`src/gpd_pkg.sv`:
```
// Shared types and constants for the GPIO port debouncer.
// No dependencies; used by gpio_port_debouncer_core.
package gpd_pkg;

    localparam int PIN_W       = 16;
    localparam int PORT_W      = 3;
    localparam int PORTS_DEF   = 8;
    localparam int WINDOW_DEF  = 4;
    // vote mode always looks at the newest four samples
    localparam int VOTE_DEPTH  = 4;

    typedef logic [PIN_W-1:0]  pins_t;
    typedef logic [PORT_W-1:0] port_t;

    // one raw sample request
    typedef struct packed {
        port_t port_sel;
        pins_t pin_sample;
    } in_t;

    // one debounced result
    typedef struct packed {
        port_t result_port;
        pins_t stable_pins;
    } out_t;

endpackage

```
`src/gpio_port_debouncer_core.sv`:
```
// Top level of the GPIO port debouncer: per-port sample history, stable
// words and a two-register request pipeline. Depends on gpd_pkg.
//
//  channel | ports                      | payload          | handshake
//  --------+----------------------------+------------------+--------------
//  input   | s_valid s_ready s_data     | gpd_pkg::in_t    | valid/ready
//  result  | m_valid m_ready m_data     | gpd_pkg::out_t   | valid/ready
//  config  | cfg_wr_en cfg_wr_data      | vote_mode bit    | write enable
//
// Each request passes through the input register and then the result
// register; one request per cycle is sustained while m_ready stays high.
// The history and stable word update happen in one pass of bitwise logic
// between those registers, so back-to-back requests to one port see fresh state.
// aresetn (synchronous) clears history, stable words, vote_mode and valids.
// A stalled result holds the pipeline; the input register still fills.
module gpio_port_debouncer_core #(
    parameter int PORTS  = gpd_pkg::PORTS_DEF,
    parameter int WINDOW = gpd_pkg::WINDOW_DEF
) (
    input  logic          aclk,
    input  logic          aresetn,
    input  logic          s_valid,
    output logic          s_ready,
    input  gpd_pkg::in_t  s_data,
    output logic          m_valid,
    input  logic          m_ready,
    output gpd_pkg::out_t m_data,
    input  logic          cfg_wr_en,
    input  logic          cfg_wr_data
);

    localparam int IDX_W = (PORTS > 1) ? $clog2(PORTS) : 1;

    typedef logic [WINDOW-1:0][gpd_pkg::PIN_W-1:0] hist_t;

    // state
    hist_t          hist_reg   [PORTS];
    gpd_pkg::pins_t stable_reg [PORTS];
    logic           vote_mode_reg;

    // pipeline registers
    logic           in_valid_reg;
    gpd_pkg::in_t   in_data_reg;
    logic           out_valid_reg;
    gpd_pkg::out_t  out_data_reg;

    logic           advance;
    logic           fire;
    logic           in_range;
    logic [IDX_W+2:0] port_ext;
    logic [IDX_W-1:0] idx;
    hist_t          hist_cur;
    hist_t          hist_next;
    gpd_pkg::pins_t stable_cur;
    gpd_pkg::pins_t stable_next;
    gpd_pkg::pins_t change;
    gpd_pkg::pins_t older_maj;

    // handshake
    assign advance = !out_valid_reg || m_ready;
    assign fire    = in_valid_reg && advance;
    assign s_ready = !in_valid_reg || advance;
    assign m_valid = out_valid_reg;
    assign m_data  = out_data_reg;

    // port lookup
    assign port_ext = {{IDX_W{1'b0}}, in_data_reg.port_sel};
    assign idx      = port_ext[IDX_W-1:0];
    assign in_range = 32'(in_data_reg.port_sel) < PORTS;

    // history shift (newest at entry 0) and stable word update
    always_comb begin
        hist_cur   = hist_reg[idx];
        stable_cur = stable_reg[idx];
        hist_next[0] = in_data_reg.pin_sample;
        for (int i = 1; i < WINDOW; i++) begin
            hist_next[i] = hist_cur[i-1];
        end
        // window: toggle only where every held sample disagrees
        change = '1;
        for (int i = 0; i < WINDOW; i++) begin
            change &= hist_next[i] ^ stable_cur;
        end
        // vote: newest sample plus majority of the three older ones
        older_maj = (hist_next[1] & hist_next[2]) | (hist_next[1] & hist_next[3])
                  | (hist_next[2] & hist_next[3]);
        if (vote_mode_reg) begin
            stable_next = (hist_next[0] & older_maj)
                        | (stable_cur & (hist_next[0] | older_maj));
        end else begin
            stable_next = stable_cur ^ change;
        end
    end

    // config, pipeline and state registers
    always_ff @(posedge aclk) begin
        if (!aresetn) begin
            vote_mode_reg <= 1'b0;
            in_valid_reg  <= 1'b0;
            out_valid_reg <= 1'b0;
            for (int p = 0; p < PORTS; p++) begin
                hist_reg[p]   <= '0;
                stable_reg[p] <= '0;
            end
        end else begin
            if (cfg_wr_en) begin
                vote_mode_reg <= cfg_wr_data;
            end
            if (s_valid && s_ready) begin
                in_valid_reg <= 1'b1;
                in_data_reg  <= s_data;
            end else if (fire) begin
                in_valid_reg <= 1'b0;
            end
            if (fire) begin
                out_valid_reg            <= 1'b1;
                out_data_reg.result_port <= in_data_reg.port_sel;
                out_data_reg.stable_pins <= in_range ? stable_next : '0;
                if (in_range) begin
                    hist_reg[idx]   <= hist_next;
                    stable_reg[idx] <= stable_next;
                end
            end else if (m_ready) begin
                out_valid_reg <= 1'b0;
            end
        end
    end

`ifndef SYNTHESIS
    // out-of-range ports report an all-zero word
    assert property (@(posedge aclk) disable iff (!aresetn)
        m_valid && (32'(m_data.result_port) >= PORTS) |-> m_data.stable_pins == '0)
        else $error("out-of-range port returned nonzero pins");

    // an accepted request lands in the input register
    assert property (@(posedge aclk) disable iff (!aresetn)
        s_valid && s_ready |=> in_valid_reg)
        else $error("accepted request lost");

    // a request that leaves the input register becomes a result
    assert property (@(posedge aclk) disable iff (!aresetn)
        fire |=> m_valid && m_data.result_port == $past(in_data_reg.port_sel))
        else $error("result missing after pipeline advance");

    // with no pending result the block always takes a request
    assert property (@(posedge aclk) disable iff (!aresetn)
        !m_valid |-> s_ready)
        else $error("input stalled with empty output");
`endif

endmodule
```
`config.mk`:
```
export PLATFORM = sky130hd
export DESIGN_NAME = gpio_port_debouncer_core
export DESIGN_NICKNAME = d
export VERILOG_FILES = /design/src/gpd_pkg.sv /design/src/gpio_port_debouncer_core.sv
export SDC_FILE = /design/constraint.sdc
export NUM_CORES = 1
export LEC_CHECK = 0
export ABC_AREA = 1
export BUFFER_PORTS_ARGS = -buffer_cell sky130_fd_sc_hd__buf_2
export CELL_PAD_IN_SITES_DETAIL_PLACEMENT = 1
export CELL_PAD_IN_SITES_GLOBAL_PLACEMENT = 1
export CORE_UTILIZATION = 53
export DETAILED_ROUTE_END_ITERATION = 6
export PLACE_DENSITY = 0.85
export SYNTH_ARGS = -nofsm -noshare
export SYNTH_HDL_FRONTEND = slang
export SYNTH_SLANG_ARGS = --single-unit
```
`constraint.sdc`:
```
create_clock -name aclk -period 10.25 [get_ports aclk]
set_input_delay 0 -clock aclk [delete_from_list [all_inputs] [get_ports aclk]]
set_output_delay 0 -clock aclk [all_outputs]
set_load 0.03 [all_outputs]
```
==> run_summary.xml, run 1 <==
<?xml version="1.0" encoding="UTF-8"?>
<metrics>
  <group name="outcome">
    <metric name="run_status" unit="">finished clean</metric>
  </group>
  <group name="global_routing">
    <metric name="pin_count_of_the_biggest_net_entering_global_routing" unit="">136</metric>
    <metric name="grt_antenna_before_repair" unit="">0</metric>
    <metric name="first_global_vias" unit="">23101</metric>
    <metric name="aggregate_global_routing_overflow" unit="">0</metric>
    <metric name="grt_usage" unit="%">33.6</metric>
    <metric name="wire_length_of_the_first_global_routing_pass" unit="mm">130</metric>
  </group>
  <group name="critical_path">
    <metric name="worst_setup_path_start_kind" unit="">flop</metric>
    <metric name="critPathKind" unit="">flop to flop</metric>
    <metric name="critical_path_arrival" unit="ps">4370</metric>
    <metric name="timing.critical_path.fanout_max" unit="">97</metric>
    <metric name="worstSetupEndpointType" unit="">flop</metric>
    <metric name="required" unit="ps">10710</metric>
    <metric name="setup.reg_to_reg.worst_slack" unit="ps">6340</metric>
  </group>
  <group name="floorplanning">
    <metric name="boundaryPins" unit="">46</metric>
    <metric name="die-area" unit="sq um">51500</metric>
    <metric name="placementRows" unit="">82</metric>
    <metric name="die_height" unit="um">227</metric>
    <metric name="initial_core_util" unit="%">53.6</metric>
    <metric name="core_area" unit="sq um">50100</metric>
    <metric name="die_width" unit="um">227</metric>
  </group>
  <group name="synth">
    <metric name="synth_area_leaders" unit="">sky130_fd_sc_hd__edfxtp_1, sky130_fd_sc_hd__nand2_1, sky130_fd_sc_hd__nor2_1</metric>
    <metric name="synth.yosys.seq_area_share" unit="%">62.0</metric>
    <metric name="synth.top_cells.by_count" unit="">sky130_fd_sc_hd__nand2_1, sky130_fd_sc_hd__nor2_1, sky130_fd_sc_hd__edfxtp_1</metric>
    <metric name="number_of_enable_flip_flop_cells_after_synthesis" unit="">550</metric>
    <metric name="postSynthAreaPerCell" unit="sq um">9.03</metric>
    <metric name="synth_fp_nets" unit="">2998</metric>
    <metric name="synth.largest_area_cell" unit="">sky130_fd_sc_hd__edfxtp_1</metric>
    <metric name="share_of_yosys_cell_area_claimed_by_the_top_area_cell_type" unit="%">61.5</metric>
    <metric name="async_flop_share" unit="%">0</metric>
    <metric name="synth.yosys.warnings" unit="">0</metric>
    <metric name="synthFlopType" unit="">sky130_fd_sc_hd__edfxtp_1</metric>
    <metric name="synth.cell_area" unit="sq um">26800</metric>
    <metric name="count_of_mapped_cells_out_of_synthesis" unit="">2973</metric>
    <metric name="synthMostInstantiatedCell" unit="">sky130_fd_sc_hd__nand2_1</metric>
    <metric name="yosys_register_bits" unit="">556</metric>
    <metric name="number_of_different_library_cells_in_the_post_synthesis_netlist" unit="">24</metric>
  </group>
  <group name="pwr">
    <metric name="cellPowerDensity" unit="nW/um^2">181</metric>
    <metric name="p_clk_share" unit="%">37.0</metric>
    <metric name="cellLeakagePower" unit="uW">0.0127</metric>
    <metric name="power.net_switching" unit="uW">1480</metric>
    <metric name="pwr-share-comb" unit="%">13.3</metric>
    <metric name="vdd.ir_drop.worst" unit="V">0.000197</metric>
    <metric name="relative_contribution_of_sequential_cells_to_total_power" unit="%">49.7</metric>
    <metric name="sw_frac_of_total" unit="%">27.9</metric>
    <metric name="p_int" unit="uW">3820</metric>
  </group>
  <group name="finish">
    <metric name="number_of_flip_flops_in_the_largest_register" unit="">384</metric>
    <metric name="layout.nets" unit="">2983</metric>
    <metric name="final_area" unit="sq um">29300</metric>
    <metric name="final_layout_size_suffix_gt1_share" unit="%">8.40</metric>
    <metric name="n_antenna_cell" unit="">0</metric>
    <metric name="flow.area_growth_from_synthesis" unit="%">9.33</metric>
  </group>
  <group name="detailed_routing">
    <metric name="drt_first_iter_violations" unit="">1787</metric>
    <metric name="route.final.wire_length" unit="mm">85.6</metric>
    <metric name="drt_pre_antenna_iters" unit="">7</metric>
    <metric name="vias_per_cell" unit="">5.81</metric>
    <metric name="post-route-drc-count" unit="">0</metric>
    <metric name="routed-via-count" unit="">21339</metric>
    <metric name="antenna_left" unit="">0</metric>
    <metric name="avgRoutedWirePerCell" unit="um">23.3</metric>
  </group>
  <group name="placement">
    <metric name="port_buffers" unit="">45</metric>
    <metric name="post_dp_hpwl" unit="mm">44.8</metric>
    <metric name="rd_place_congestion" unit="">0.774</metric>
    <metric name="placed_area" unit="sq um">27400</metric>
  </group>
  <group name="cts">
    <metric name="tritoncts.num_buffers" unit="">58</metric>
    <metric name="clock_tree_from_tritoncts" unit="">done</metric>
    <metric name="cts-htree-levels" unit="">2</metric>
    <metric name="post-cts-setup-buffer-count" unit="">0</metric>
    <metric name="cts_sinks" unit="">556</metric>
    <metric name="clock-root-buffer" unit="">sky130_fd_sc_hd__clkbuf_16</metric>
    <metric name="cts.reportedPaths.clkPinSlew" unit="ps">60</metric>
    <metric name="cts-root-to-sink-buffers" unit="">3</metric>
    <metric name="worstSkewPairLatency" unit="ps">640</metric>
  </group>
  <group name="sta">
    <metric name="tightest_slew" unit="ps">1220</metric>
    <metric name="finalClockSkew" unit="ps">18.3</metric>
    <metric name="max_clock_freq" unit="MHz">256</metric>
    <metric name="fin_tns_setup" unit="ps">0</metric>
    <metric name="timing.final.crit_share" unit="%">38.1</metric>
    <metric name="maxSlewViolCount" unit="">0</metric>
    <metric name="post-route-min-period" unit="ps">3910</metric>
    <metric name="grt_setup_unrepaired" unit="">false</metric>
    <metric name="final-hold-violation-count" unit="">0</metric>
    <metric name="report.final.setup_viol" unit="">0</metric>
    <metric name="normalized_max_slew_margin" unit="%">18.5</metric>
  </group>
  <group name="run">
    <metric name="max_cap_violations" unit="">0</metric>
  </group>
  <group name="hold_path">
    <metric name="hold_path.class" unit="">primary input to flop</metric>
  </group>
</metrics>
-- cells by family (layout without fill, tap and decap cells) --
group	count (synthesis)	in the layout	synth area share, %
buffers and inverters	487	514	7.55
AO/OA/AOI/OAI	203	203	3.84
AND/OR/NAND/NOR	1727	1727	26.6
flip-flops	556	556	62.0
-- per-layer routing --
layer	vias to the layer above	wire length [um]	part of all wire, %	track usage (%)
li1	9489	-	-	-
met1	10728	32800	38	41.8
met2	920	43400	51	59.2
met3	202	6420	7.5	4.57
met4	0	2950	3.4	13.4
met5	-	0	0	0
-- power groups by stage --
| stage | sequential [uW] | combinational, uW | clock [uW] |
|---|---|---|---|
| 6_report | 2640 | 705 | 1960 |
| 5_1_grt | 2640 | 767 | 2030 |
| 4_1_cts | 2640 | 696 | 1960 |
| 3_5_place_dp | 2680 | 677 | 0 |
| 3_3_place_gp | 2670 | 631 | 0 |
| 2_1_floorplan | 2670 | 472 | 0 |
-- layout make-up --
cell class | count | area, sq um
fill | 5742 | 20700
sequential | 556 | 16600
multi-input combinational | 1930 | 8300
clock buffer | 78 | 1530
inverter | 315 | 1190
tap | 672 | 841
timing repair buffer | 97 | 681
clock inverter | 24 | 150
-- stage by stage --
step | std cells | hold slack (ps) | setup slack (ps) | util [%] | total power (uW)
floorplan | 2973 | 98.9 | 5680 | - | 3140
global placement | 3544 | 177 | 6490 | 54.7 | 3310
detailed placement | 3544 | 179 | 6340 | 54.7 | 3360
CTS | 3672 | 50.8 | 6400 | 58.6 | 5290
global route | 3672 | 89.5 | 6120 | 58.6 | 5440
finish | 3672 | 84.9 | 6340 | 58.6 | 5300
-- worst paths after layout --
| check | cells after the start | end | startpoint |
|---|---|---|---|
| hold reg to reg | 0 | m_data[16] | idx[0] |
| setup / recovery | 12 | stable_reg[2][8] | flop |
| hold / removal | 2 | hist_next[9] | s_data[9] |
| setup reg to reg | 12 | stable_reg[2][8] | flop |
-- timing repair --
| action | in CTS | in global routing |
|---|---|---|
| gates resized for setup | 0 | 0 |
| hold endpoints to repair | 25 | 0 |
| hold buffers | 26 | 0 |
-- critical path: stages, from the launching register on --
cell and delay, ps:
sky130_fd_sc_hd__dfxtp_4 370, sky130_fd_sc_hd__buf_4 870, sky130_fd_sc_hd__buf_4 960, sky130_fd_sc_hd__nor2_1 200, sky130_fd_sc_hd__nor2_1 210, sky130_fd_sc_hd__nand2_1 80
sky130_fd_sc_hd__nand3_1 90, sky130_fd_sc_hd__nand2_1 120, sky130_fd_sc_hd__nor2_1 170, sky130_fd_sc_hd__nor2_1 80, sky130_fd_sc_hd__nand2_1 70, sky130_fd_sc_hd__nand2_2 160
sky130_fd_sc_hd__a21oi_1 240
-- layout by cell type, fill, tap and decap left out, types with 3 or more instances in the layout --
cell type	Yosys	final
sky130_fd_sc_hd__nand2_1	803	787
sky130_fd_sc_hd__nor2_1	591	591
sky130_fd_sc_hd__edfxtp_1	550	550
sky130_fd_sc_hd__inv_1	307	305
sky130_fd_sc_hd__nand3_1	234	234
sky130_fd_sc_hd__a21oi_1	147	147
sky130_fd_sc_hd__clkbuf_16	0	58
sky130_fd_sc_hd__nand2_2	51	51
sky130_fd_sc_hd__o21ai_0	51	51
sky130_fd_sc_hd__buf_2	62	45
sky130_fd_sc_hd__nand2_4	11	27
sky130_fd_sc_hd__dlygate4sd3_1	0	26
sky130_fd_sc_hd__buf_4	8	26
sky130_fd_sc_hd__clkbuf_1	58	20
sky130_fd_sc_hd__clkinv_1	6	19
sky130_fd_sc_hd__nor2_2	14	14
sky130_fd_sc_hd__nand3b_1	11	11
sky130_fd_sc_hd__nor2_4	8	8
sky130_fd_sc_hd__clkinv_2	0	7
sky130_fd_sc_hd__o21bai_1	4	4
sky130_fd_sc_hd__inv_6	0	4
sky130_fd_sc_hd__nand3_2	3	3
sky130_fd_sc_hd__dfxtp_4	0	3
sky130_fd_sc_hd__dfxtp_1	6	3
Power figures use the tool's default switching activity.
==> inputs of run 2 (changes only) <==
- ABC_AREA: 1 -> 0
- CORE_UTILIZATION: 53 -> 54
- PLACE_DENSITY: 0.85 -> 0.8
- clock period: 10.25 -> 4 ns (I/O delays scaled with it)
==> run_summary.xml, run 2 <==
<?xml version="1.0" encoding="UTF-8"?>
<metrics>
  <group name="floorplanning">
    <metric name="die_height" unit="um">215</metric>
    <metric name="die_width" unit="um">215</metric>
    <metric name="boundaryPins" unit="">46</metric>
    <metric name="placementRows" unit="">77</metric>
    <metric name="core_area" unit="sq um">44600</metric>
    <metric name="initial_core_util" unit="%">55.1</metric>
    <metric name="die-area" unit="sq um">46400</metric>
  </group>
  <group name="detailed_routing">
    <metric name="vias_per_cell" unit="">6.49</metric>
    <metric name="routed-via-count" unit="">14772</metric>
    <metric name="drt_pre_antenna_iters" unit="">5</metric>
    <metric name="route.final.wire_length" unit="mm">68.5</metric>
    <metric name="avgRoutedWirePerCell" unit="um">30.1</metric>
    <metric name="drt_first_iter_violations" unit="">1447</metric>
    <metric name="antenna_left" unit="">0</metric>
    <metric name="post-route-drc-count" unit="">0</metric>
  </group>
  <group name="pwr">
    <metric name="cellLeakagePower" unit="uW">0.00995</metric>
    <metric name="power.net_switching" unit="uW">3240</metric>
    <metric name="vdd.ir_drop.worst" unit="V">0.000466</metric>
    <metric name="p_clk_share" unit="%">39.2</metric>
    <metric name="sw_frac_of_total" unit="%">24.4</metric>
    <metric name="p_int" unit="uW">10000</metric>
    <metric name="pwr-share-comb" unit="%">10.0</metric>
    <metric name="cellPowerDensity" unit="nW/um^2">481</metric>
    <metric name="relative_contribution_of_sequential_cells_to_total_power" unit="%">50.8</metric>
  </group>
  <group name="synth">
    <metric name="count_of_mapped_cells_out_of_synthesis" unit="">1590</metric>
    <metric name="synth_area_leaders" unit="">sky130_fd_sc_hd__edfxtp_1, sky130_fd_sc_hd__mux4_2, sky130_fd_sc_hd__nor2_1</metric>
    <metric name="yosys_register_bits" unit="">556</metric>
    <metric name="postSynthAreaPerCell" unit="sq um">15.5</metric>
    <metric name="async_flop_share" unit="%">0</metric>
    <metric name="synth_fp_nets" unit="">1615</metric>
    <metric name="synth.yosys.warnings" unit="">0</metric>
    <metric name="synthFlopType" unit="">sky130_fd_sc_hd__edfxtp_1</metric>
    <metric name="synth.largest_area_cell" unit="">sky130_fd_sc_hd__edfxtp_1</metric>
    <metric name="synth.yosys.seq_area_share" unit="%">67.6</metric>
    <metric name="number_of_enable_flip_flop_cells_after_synthesis" unit="">550</metric>
    <metric name="synthMostInstantiatedCell" unit="">sky130_fd_sc_hd__edfxtp_1</metric>
    <metric name="synth.cell_area" unit="sq um">24600</metric>
    <metric name="number_of_different_library_cells_in_the_post_synthesis_netlist" unit="">35</metric>
    <metric name="synth.top_cells.by_count" unit="">sky130_fd_sc_hd__edfxtp_1, sky130_fd_sc_hd__nor2_1, sky130_fd_sc_hd__nor3_1</metric>
    <metric name="share_of_yosys_cell_area_claimed_by_the_top_area_cell_type" unit="%">67.2</metric>
  </group>
  <group name="cts">
    <metric name="tritoncts.num_buffers" unit="">57</metric>
    <metric name="cts_sinks" unit="">556</metric>
    <metric name="cts-htree-levels" unit="">2</metric>
    <metric name="cts-root-to-sink-buffers" unit="">3</metric>
    <metric name="clock-root-buffer" unit="">sky130_fd_sc_hd__clkbuf_16</metric>
    <metric name="cts.reportedPaths.clkPinSlew" unit="ps">60</metric>
    <metric name="clock_tree_from_tritoncts" unit="">done</metric>
    <metric name="worstSkewPairLatency" unit="ps">630</metric>
  </group>
  <group name="sta">
    <metric name="max_clock_freq" unit="MHz">295</metric>
    <metric name="tightest_slew" unit="ps">1110</metric>
    <metric name="maxSlewViolCount" unit="">0</metric>
    <metric name="timing.final.crit_share" unit="%">84.9</metric>
    <metric name="finalClockSkew" unit="ps">15.7</metric>
    <metric name="hold_slack" unit="ps">91.3</metric>
    <metric name="setup_ws" unit="ps">605</metric>
    <metric name="post-route-min-period" unit="ps">3400</metric>
    <metric name="grt_setup_unrepaired" unit="">false</metric>
    <metric name="fin_tns_setup" unit="ps">0</metric>
    <metric name="normalized_max_slew_margin" unit="%">25.8</metric>
    <metric name="report.final.setup_viol" unit="">0</metric>
    <metric name="final-hold-violation-count" unit="">0</metric>
  </group>
  <group name="finish">
    <metric name="final_layout_size_suffix_gt1_share" unit="%">21.0</metric>
    <metric name="fill_cells" unit="">3926</metric>
    <metric name="leading_cell_type_in_the_layout_fill_and_taps_excluded" unit="">sky130_fd_sc_hd__edfxtp_1</metric>
    <metric name="layout.nets" unit="">1662</metric>
    <metric name="n_antenna_cell" unit="">0</metric>
    <metric name="finish.utilization" unit="%">61.9</metric>
    <metric name="number_of_flip_flops_in_the_largest_register" unit="">384</metric>
    <metric name="final_cell_count_no_fill" unit="">2277</metric>
    <metric name="flow.area_growth_from_synthesis" unit="%">12.2</metric>
    <metric name="layout_common_cells" unit="">sky130_fd_sc_hd__edfxtp_1, sky130_fd_sc_hd__nor2_1, sky130_fd_sc_hd__nor3_1</metric>
  </group>
  <group name="critical_path">
    <metric name="reg2reg_to" unit="">stable_reg[2][0]</metric>
    <metric name="timing.reg2reg.worst_path_depth" unit="">6</metric>
    <metric name="worstPathCellList" unit="">buf_12 -&gt; mux4_1 -&gt; mux2_2 -&gt; a2111oi_0 -&gt; a211o_1 -&gt; nor3_1</metric>
    <metric name="critPathKind" unit="">flop to flop</metric>
    <metric name="path_buf_inv" unit="">1</metric>
    <metric name="setup.reg_to_reg.worst_slack" unit="ps">600</metric>
    <metric name="crit_cells" unit="">6</metric>
    <metric name="worstSetupEndpointType" unit="">flop</metric>
    <metric name="cpPeakStageDelay" unit="ps">730</metric>
    <metric name="worst_setup_path_start_kind" unit="">flop</metric>
    <metric name="critical_path_arrival" unit="ps">3710</metric>
    <metric name="crit_slowest_cell" unit="">sky130_fd_sc_hd__dfxtp_4</metric>
    <metric name="timing.critical_path.max_delay_family" unit="">multiplexers</metric>
    <metric name="required" unit="ps">4310</metric>
    <metric name="crit_end" unit="">stable_reg[2][0]</metric>
    <metric name="timing.critical_path.fanout_max" unit="">25</metric>
  </group>
  <group name="placement">
    <metric name="dpl_worst_slack" unit="ps">736</metric>
    <metric name="rd_place_congestion" unit="">0.734</metric>
    <metric name="post_dp_hpwl" unit="mm">35.8</metric>
    <metric name="port_buffers" unit="">45</metric>
    <metric name="placedCellCount" unit="">2143</metric>
  </group>
  <group name="global_routing">
    <metric name="pin_count_of_the_biggest_net_entering_global_routing" unit="">63</metric>
    <metric name="grt_usage" unit="%">30.4</metric>
    <metric name="first_global_vias" unit="">16100</metric>
    <metric name="aggregate_global_routing_overflow" unit="">0</metric>
    <metric name="grt_antenna_before_repair" unit="">1</metric>
    <metric name="wire_length_of_the_first_global_routing_pass" unit="mm">103</metric>
  </group>
  <group name="run">
    <metric name="max_cap_violations" unit="">0</metric>
  </group>
  <group name="hold_path">
    <metric name="hold_path.class" unit="">primary input to flop</metric>
  </group>
  <group name="outcome">
    <metric name="run_status" unit="">finished clean</metric>
  </group>
</metrics>
[run 2: worst min-delay path by stage]
stage | start | to | slack, ps | depth (start not counted)
finish | s_data[0] | hist_next[0] | 90 | 2
global route | s_data[8] | hist_next[8] | 90 | 2
CTS | s_data[13] | hist_next[13] | 70 | 2
detailed placement | s_data[13] | hist_next[13] | 180 | 1
global placement | s_data[6] | hist_next[6] | 180 | 1
floorplan | s_data[0] | hist_next[0] | 100 | 0
[run 2: power by group through the flow]
stage / combinational (uW) / clock, uW / sequential, uW
final: 1320 / 5210 / 6750
after global routing: 1400 / 5440 / 6770
after CTS: 1320 / 5230 / 6750
after detailed placement: 1280 / 0 / 6870
after global placement: 1220 / 0 / 6840
after floorplan: 942 / 0 / 6810
[run 2: final cells by class]
cell class                      instances  area [sq um]  area share, %
Multi-Input combinational cell        887          7310           26.5
Inverter                               16          60.1          0.218
Tap cell                              592           741           2.68
Sequential cell                       556         16600           60.3
Timing Repair Buffer                  119          1050           3.80
Clock inverter                         42           297           1.07
Clock buffer                           65          1500           5.43
[run 2: timing repair]
action | CTS | global route
resized for setup | 0 | 0
hold buffers | 27 | 0
setup buffers | 0 | 0
endpoints found under the hold margin | 25 | 0
[run 2: per-stage QoR]
stage | total power (uW) | cell area [sq um]
finish | 13300 | 27600
global route | 13600 | 27600
CTS | 13300 | 27600
detailed placement | 8150 | 25500
global placement | 8060 | 25500
floorplan | 7750 | 24600
[run 2: cell families after synthesis]
| group | after synthesis | share of synthesized area, % |
|---|---|---|
| AO/OA/AOI/OAI | 81 | 3.06 |
| AND/OR/NAND/NOR | 580 | 9.80 |
| buffers and inverters | 147 | 3.18 |
| multiplexers | 226 | 16.3 |
| flip-flops | 556 | 67.6 |
[run 2: layer usage]
metal | wire (um) | global-route usage, % | vias up
met5 | 8 | 0 | -
met1 | 26800 | 39.4 | 7796
met2 | 35100 | 52.3 | 629
li1 | - | - | 6222
met4 | 2200 | 11.7 | 2
met3 | 4460 | 4.36 | 123
